===== src/design/whist_pkg.sv =====
// Shared types and constants for the weighted histogram table.
package whist_pkg;

  localparam int NUM_ENTRIES = 64;
  localparam int IDX_W = $clog2(NUM_ENTRIES);
  localparam int CNT_W = $clog2(NUM_ENTRIES + 1);
  localparam int CFG_W = 7;
  localparam int QUEUE_DEPTH = 2;

  typedef enum logic [2:0] {
    ACT_SET   = 3'd0,
    ACT_INC   = 3'd1,
    ACT_ADD   = 3'd2,
    ACT_SCALE = 3'd3,
    ACT_QUERY = 3'd4
  } action_t;

  typedef enum logic [1:0] {
    OP_WRITE = 2'd0,
    OP_SCALE = 2'd1,
    OP_QUERY = 2'd2
  } op_t;

  typedef struct packed {
    op_t               op;
    logic              valid_idx;
    logic [1:0]        wmode;
    logic [IDX_W-1:0]  idx;
    logic signed [31:0] operand;
  } cmd_t;

  localparam logic [1:0] WM_SET = 2'd0;
  localparam logic [1:0] WM_INC = 2'd1;
  localparam logic [1:0] WM_ADD = 2'd2;

  localparam logic signed [39:0] TOT_MAX = 40'sh7F_FFFF_FFFF;
  localparam logic signed [39:0] TOT_MIN = 40'sh80_0000_0000;
  localparam logic signed [17:0] PROB_MAX = 18'sh1FFFF;
  localparam logic signed [17:0] PROB_MIN = 18'sh20000;
  localparam logic signed [31:0] ONE_Q16 = 32'sh0001_0000;

  function automatic logic signed [31:0] sat32(input logic signed [47:0] v);
    if (v > 48'sh0000_7FFF_FFFF) return 32'sh7FFF_FFFF;
    if (v < -48'sh0000_8000_0000) return 32'sh8000_0000;
    return v[31:0];
  endfunction

  function automatic logic signed [39:0] sat40(input logic signed [47:0] v);
    if (v > 48'(TOT_MAX)) return TOT_MAX;
    if (v < 48'(TOT_MIN)) return TOT_MIN;
    return v[39:0];
  endfunction

endpackage


===== src/design/whist_if.sv =====
// Valid/ready channel interfaces for requests and results.
interface whist_req_if import whist_pkg::*; (input logic clk);
  logic               valid;
  logic               ready;
  logic [2:0]         action;
  logic [5:0]         bin_index;
  logic signed [31:0] operand;
  modport source (output valid, action, bin_index, operand, input ready);
  modport sink (input valid, action, bin_index, operand, output ready);
endinterface



===== src/design/whist_front.sv =====
// Front end: accepts requests, checks the index and queues commands.
module whist_front import whist_pkg::*; (
  input  logic            clk,
  input  logic            rst,
  input  logic [CFG_W-1:0] entries,
  whist_req_if.sink       req,
  output logic            cmd_valid,
  input  logic            cmd_ready,
  output cmd_t            cmd
);

  cmd_t q [QUEUE_DEPTH];
  logic [0:0] wp, rp;
  logic [1:0] count;
  logic known, push, pop, in_range;
  cmd_t c;

  always_comb begin
    in_range = (CFG_W'(req.bin_index) < entries) && (32'(req.bin_index) < NUM_ENTRIES);
    known = 1'b1;
    c.idx = IDX_W'(req.bin_index);
    c.operand = req.operand;
    c.valid_idx = in_range;
    c.wmode = WM_SET;
    c.op = OP_WRITE;
    case (action_t'(req.action))
      ACT_SET:   c.wmode = WM_SET;
      ACT_INC:   c.wmode = WM_INC;
      ACT_ADD:   c.wmode = WM_ADD;
      ACT_SCALE: c.op = OP_SCALE;
      ACT_QUERY: c.op = OP_QUERY;
      default:   known = 1'b0;
    endcase
  end

  assign req.ready = (count != 2'(QUEUE_DEPTH));
  assign push = req.valid && req.ready && known;
  assign cmd_valid = (count != 2'd0);
  assign pop = cmd_valid && cmd_ready;
  assign cmd = q[rp];

  always_ff @(posedge clk) begin
    if (rst) begin
      wp <= '0;
      rp <= '0;
      count <= '0;
    end else begin
      if (push) wp <= wp + 1'b1;
      if (pop) rp <= rp + 1'b1;
      count <= count + 2'(push) - 2'(pop);
    end
    if (push) q[wp] <= c;
  end

endmodule


===== src/flat_wrapper.sv =====
// flat-port wrapper written by rule: the top's interface ports become plain ports
module whist_front_flat import whist_pkg::*;
  (clk, rst, entries, cmd_valid, cmd_ready, cmd, req_valid, req_action, req_bin_index, req_operand, req_ready);
  whist_req_if req_i (.clk(clk));
  input  logic clk;
  input  logic rst;
  input  logic [CFG_W-1:0] entries;
  output logic cmd_valid;
  input  logic cmd_ready;
  output cmd_t cmd;
  input wire logic [$bits(req_i.valid)-1:0] req_valid;
  input wire logic [$bits(req_i.action)-1:0] req_action;
  input wire logic [$bits(req_i.bin_index)-1:0] req_bin_index;
  input wire logic [$bits(req_i.operand)-1:0] req_operand;
  output wire logic [$bits(req_i.ready)-1:0] req_ready;
  assign req_i.valid = req_valid;
  assign req_i.action = req_action;
  assign req_i.bin_index = req_bin_index;
  assign req_i.operand = req_operand;
  assign req_ready = req_i.ready;
  whist_front u_core (.clk(clk), .rst(rst), .entries(entries), .req(req_i), .cmd_valid(cmd_valid), .cmd_ready(cmd_ready), .cmd(cmd));
endmodule

===== config.mk =====
export PLATFORM = sky130hd
export DESIGN_NAME = whist_front_flat
export DESIGN_NICKNAME = d
export VERILOG_FILES = /design/src/design/whist_pkg.sv /design/src/design/whist_if.sv /design/src/design/whist_front.sv /design/src/flat_wrapper.sv
export SDC_FILE = /design/constraint.sdc
export NUM_CORES = 1
export LEC_CHECK = 0
export ABC_AREA = 0
export BUFFER_PORTS_ARGS = -buffer_cell sky130_fd_sc_hd__buf_2
export CAP_MARGIN = 40
export CORE_AREA = 3 3 97 99
export CTS_CLUSTER_SIZE = 25
export DETAILED_ROUTE_END_ITERATION = 8
export DIE_AREA = 0 0 100 102
export PLACE_DENSITY = 0.68
export RECOVER_POWER = 100
export SLEW_MARGIN = 10
export SYNTH_ARGS = -nofsm -noshare
export SYNTH_HDL_FRONTEND = slang
export SYNTH_SLANG_ARGS = --single-unit

===== constraint.sdc =====
create_clock -name clk -period 7.5 [get_ports clk]
set_input_delay 0.75 -clock clk [delete_from_list [all_inputs] [get_ports clk]]
set_output_delay 0.75 -clock clk [all_outputs]
set_load 0.03 [all_outputs]

==> metrics.txt, run 1 <==
synth-to-layout area growth 19.0%; final hold vios 0; die width 100 microns; dpl cells around 390; ys flop type edfxtp_1; crit end category output port; met1 Use GR 14.5%; Vias 1,899; Layout Nets around 350; Max Freq 269 MHz; adder-cell area share of the yosys netlist ~2.5%; Mapped Cells 184; initial antenna violation count 0; # rows 34; ant diodes 0; Routed Antenna Nets 0; top-area cell type share of the netlist area 73.4%; met3 Usage GRT 3.41%; synthesized cell area approximately 3500 sq um; flops & latches, synth 91; ratio of cells with drive above 1 in the final layout 13.9%; mux contribution to synthesized area 14.2%; setup violators final 0; clk_skew 0.00917 ns; Leakage between 1 and 1.5 nW; DRC Markers 0; top cells by count, synth 86 x edfxtp_1, 43 x mux2_1, 7 x ha_1, 7 x inv_1, 5 x dfxtp_1; Peak VDD IR 0.194 mV; I/O pin count just under 100; Least-Margin Pin Slew 2.45 ns; 1st-pass router iterations 4; Compound-Gate Fraction of Synth Area 1.07%; TNS Setup 0 ns; hpwl dp ~4200 microns; Period minus WS final 3.71 ns; clock tree buffer depth 2; cell taking the most area after synthesis edfxtp_1; gpl congestion roughly 0.64; syn_area_per_cell 19.1 sq um; crit-path max FO 24; FILL cells 837; relative slew slack -63.0%; max cap viols 1; status complete, but fails checks; RSZ-0062 raised after global routing false; Root Buffer clkbuf_8; yosys warns 0; TritonCTS clock tree built; total power 1.29 mW; Global Route Usage Sum between 10% and 20%; critical path class register to output port; HP Class register to register; hold buffers post-CTS 0; initial drt markers 49; Seq/Total Area, Yosys 76.3%; final cycle utilization of the critical path 49.5%; Req. time, crit path 6.75 ns; largest family of logic cells by synthesized area multiplexers; post-synthesis xor/xnor area fraction less than 1%; vias in the first global route roughly 2,000; syn_nets approximately 240; htree depth 3; die height 102 microns; number of port buffers 96; count leader, synth edfxtp_1; CP Launch Type register; simple logic cell fraction of the synthesized area between 3 and 4%; Layout Cells excl Fill ~400; GRT overflow 0; # clock sinks 91; clk slew on worst S/H paths roughly 0.080 ns; failing checks capacitance limit, slew limit; Vias per Instance 4.72; Total Die Area slightly above 10,000 sq um; Max Slew Vio Count 44; grt met2 use 21.1%; Worst Path Arrival between 2 and 3 ns; first-pass GRT wire length between 9000 and 10,000 microns; Post-synth ARST share 0%; Core Area 8640 sq um; Num CTS Buffers 9; initial core utilization 40.7%; largest net degree at the start of global routing 44; Clock Latency Late Sink 0.34 ns; number of setup buffers added after CTS 0; Cell variety after synth 25; WL final 6100 microns; post-cts sizing count 0; synth top area cells edfxtp_1 73%, mux2_1 14%, dfxtp_1 2.8%; gr busiest metal met2; P per Cell Area between 300 and 400 nW/um^2; EDFF count, synth 86; Avg WL per Cell 15.2 microns
==> cells by family after synthesis <==
| family | after synthesis |
|---|---|
| DFF | 91 |
| muxes | 44 |
| xor gates and xnor gates | 2 |
| adders and majority gates | 7 |
| and+or+nand+nor | 21 |
| buffers and inverters | 12 |
| AOI/OAI and AO/OA | 7 |
==> per-layer routing <==
metal	wire length, microns	share of wire [%]	vias up
met2	3080	51	65
met3	417	6.8	5
li1	-	-	911
met1	2540	42	918
met4	52	0.85	0
met5	0	0	-
==> worst max-delay path, stage by stage, from the launching register on <==
cell and delay [ns]:
dfxtp_1 0.93, clkbuf_1 1.05, mux2_1 0.41, clkbuf_1 0.22
==> final cells by class <==
class	instances	area [sq um]	area share [%]
Sequential cell	91	2680	64.1
Multi-Input combinational cell	81	768	18.4
Timing Repair Buffer	99	404	9.66
Tap cell	108	135	3.23
Clock buffer	9	124	2.96
Clock inverter	7	45.0	1.08
Inverter	7	26.3	0.628
==> registers in the layout (all words and copies together) (netlist names), named ones only <==
| signal | count |
|---|---|
| u_core.count | 2 |
| u_core.q | 86 |
| u_core.wp | 1 |
| u_core.rp | 1 |
==> metrics by stage <==
stage	setup slack [ns]	hold slack, ns	utilization [%]	cell area, sq um
floorplan	3.99	0.481	-	3520
global placement	4.94	0.495	47.7	4120
detailed placement	5.12	0.513	48.1	4160
CTS	4.88	0.531	50.1	4320
global route	3.51	0.559	48.5	4190
finish	3.79	0.525	48.5	4190
==> power breakdown <==
part / switching [mW] / leakage (nW) / total [mW] / internal, mW
combinational: 0.256 / 0.528 / 0.364 / 0.109
sequential: 0.0273 / 0.834 / 0.645 / 0.617
clock: 0.162 / 0.0803 / 0.281 / 0.119
==> layout by cell type (no fill, tap or decap) <==
master,netlist,layout
mux2_1,43,43
nor2b_1,4,4
nor3b_1,3,3
a21oi_1,4,4
clkinv_4,0,2
clkinv_2,0,1
clkbuf_1,0,73
and2_0,0,2
xnor2_1,1,1
ha_1,7,7
nand2b_1,1,1
nor2_1,4,4
o21a_1,1,1
and3_1,0,1
nand3_1,1,1
nor3_1,1,1
and3b_1,1,1
clkinv_1,0,2
buf_2,1,26
clkbuf_8,0,9
inv_1,7,7
nand2_1,1,1
edfxtp_1,86,86
and4b_1,1,1
o21ai_0,2,2
clkinvlp_4,0,2
dfxtp_1,5,5
xor2_1,1,1
mux2_4,1,1
or2_1,1,1
==> path summary, 6_finish.rpt <==
check | start | end | slack, ns | cells past startpoint
max reg2reg | u_core.count[0] | u_core.q[1][9] | 4.20 | 4
max | register | cmd[22] | 3.79 | 3
min reg2reg | u_core.rp | u_core.rp | 0.52 | 2
min | u_core.rp | u_core.rp | 0.52 | 2
No activity file was read; power rests on OpenSTA's default activity.
==> run 2, diff against run 1 <==
- clock period: 7.5 -> 3.7 ns (I/O delays scaled with it)
==> metrics.txt, run 2 (synthesis gave the netlist of run 1 again) <==
status complete, but fails checks (unchanged); failing checks capacitance limit, slew limit (unchanged); Vias per Instance 4.63 (was 4.72); Root Buffer clkbuf_8 (unchanged); Core Area 8640 sq um (unchanged); I/O pin count 97 (unchanged); max cap viols 1 (unchanged); die width 100 microns (unchanged); setup violators final 0 (unchanged); largest net degree at the start of global routing 27 (was 44); number of setup buffers added after CTS 0 (unchanged); TritonCTS clock tree built (unchanged); WL final 5730 microns (was 6100 microns); final cycle utilization of the critical path 71.8%; post-cts sizing count 0 (unchanged); Period minus WS final ~2.7 ns; die height 102 microns (unchanged); cells along the critical path nand2b_1 -> and3_1 -> nor2b_4 -> clkbuf_1 (was clkbuf_1 -> mux2_1 -> clkbuf_1); FILL cells 798 (was 837); commonest cells after routing, fill and taps aside 86 x edfxtp_1, 67 x clkbuf_1, 43 x mux2_1 (was 86 x edfxtp_1, 73 x clkbuf_1, 43 x mux2_1); Worst Path Arrival 2.62 ns (was 2.96 ns); Num CTS Buffers 9 (unchanged); clk_skew 0.0107 ns (was 0.00917 ns); final hold vios 0 (unchanged); clock tree buffer depth 2 (unchanged); Vias 1,862 (was 1,899); vias in the first global route 1,803 (was 1,964); TNS Setup 0 ns (unchanged); initial drt markers 45 (was 49); Peak VDD IR 0.406 mV (was 0.194 mV); CP Launch Type register (unchanged); Max Freq 377 MHz; Setup WS pre-CTS 1.35 ns (was 5.12 ns); first-pass GRT wire length 8910 microns (was 9520 microns); crit end category register (was output port); Avg WL per Cell 14.2 microns (was 15.2 microns); total power 2.71 mW (was 1.29 mW); gpl congestion 0.637 (was 0.644); clk slew on worst S/H paths 0.10 ns (was 0.08 ns); htree depth 3 (unchanged); initial core utilization 40.7% (unchanged); Total Die Area 10,200 sq um (unchanged); Req. time, crit path 3.66 ns (was 6.75 ns); hold buffers post-CTS 0 (unchanged); Layout Nets 348 (unchanged); HP Class input pin to register (was register to register); # rows 34 (unchanged); relative slew slack -8.03% (was -63.0%); critical path's largest stage delay 0.85 ns (was 1.05 ns); Leakage 1.49 nW (was 1.44 nW); ant diodes 0 (unchanged); Clock Latency Late Sink 0.35 ns (was 0.34 ns); slowest CP cell clkbuf_1 (unchanged); biggest regs u_core.q: 86 flops, u_core.count: 2 flops (unchanged); hpwl dp 3970 microns (was 4150 microns); 1st-pass router iterations 4 (unchanged); number of port buffers 96 (unchanged); initial antenna violation count 0 (unchanged); DRC Markers 0 (unchanged); P per Cell Area 636 nW/um^2 (was 308 nW/um^2); crit-path max FO 26 (was 24); Max Slew Vio Count 22 (was 44); # clock sinks 91 (unchanged); register with the highest flop count u_core.q (unchanged); max FFs per register 86 (unchanged); RSZ-0062 raised after global routing false (unchanged); Global Route Usage Sum 11.7% (was 12.4%); Final WS setup 1.04 ns (was 3.79 ns); synth-to-layout area growth 21.4% (was 19.0%); leading cell type in the layout, fill and taps excluded edfxtp_1 (unchanged); critical path class register to register (was register to output port); GRT overflow 0 (unchanged); ratio of cells with drive above 1 in the final layout 16.7% (was 13.9%); Least-Margin Pin Slew 1.62 ns (was 2.45 ns); Routed Antenna Nets 0 (unchanged)
[run 2: changes by cell type in the layout (fill, tap and decap cells not counted), moves of 2 or more]
| cell | delta |
|---|---|
| buf_2 | +4 |
| clkbuf_1 | -6 |
| clkinv_1 | -2 |
| inv_6 | +2 |
[run 2: layout make-up]
type,instances,area (sq um),share of cell area (%)
multi-input cells,81,776,18.2
inverters,7,26.3,0.615
repair buffers,99,449,10.5
clock buffers,10,128,2.99
flip-flops and latches,91,2680,62.8
well taps,108,135,3.17
clock inverters,6,72.6,1.70
[run 2: per-stage QoR]
| step | hold slack, ns | util (%) | instance area [sq um] | std cells |
|---|---|---|---|---|
| 2_1_floorplan | 0.442 | - | 3520 | 184 |
| 3_3_place_gp | 0.496 | 47.7 | 4120 | 384 |
| 3_5_place_dp | 0.515 | 48.2 | 4160 | 386 |
| 4_1_cts | 0.184 | 50.5 | 4360 | 402 |
| 5_1_grt | 0.177 | 49.4 | 4270 | 402 |
| 6_report | 0.204 | 49.4 | 4270 | 402 |
[run 2: critical path: cells and delay by family, from the launching register on]
kind / cells / cell delay (ns)
flip-flops: 1 / 0.36
buffers and inverters: 1 / 0.85
AND/OR/NAND/NOR: 3 / 1.04
[run 2: where the power goes]
group          leakage [nW]  switching (mW)  total (mW)  internal [mW]
Sequential            0.834          0.0565        1.30           1.25
Combinational         0.561           0.516       0.753          0.238
Clock                0.0975           0.337       0.657          0.320
Total                  1.49           0.910        2.71           1.80
[run 2: routing by layer]
layer	vias up	global-route usage, %	part of all wire, %	wire [microns]
li1	909	-	-	-
met1	880	14.7	42	2430
met2	63	18.0	48	2730
met3	10	4.51	8.4	483
met4	0	5.60	1.5	86
met5	-	0	0	0
[run 2: worst paths after layout]
kind                   start         endpoint  slack, ns  cells after the start
min          req_operand[29]  u_core.q[0][29]       0.20                      1
min reg2reg        u_core.rp         register       0.53                      2
max reg2reg  u_core.count[0]  u_core.q[0][39]       1.04                      4
max          u_core.count[0]  u_core.q[0][39]       1.04                      4
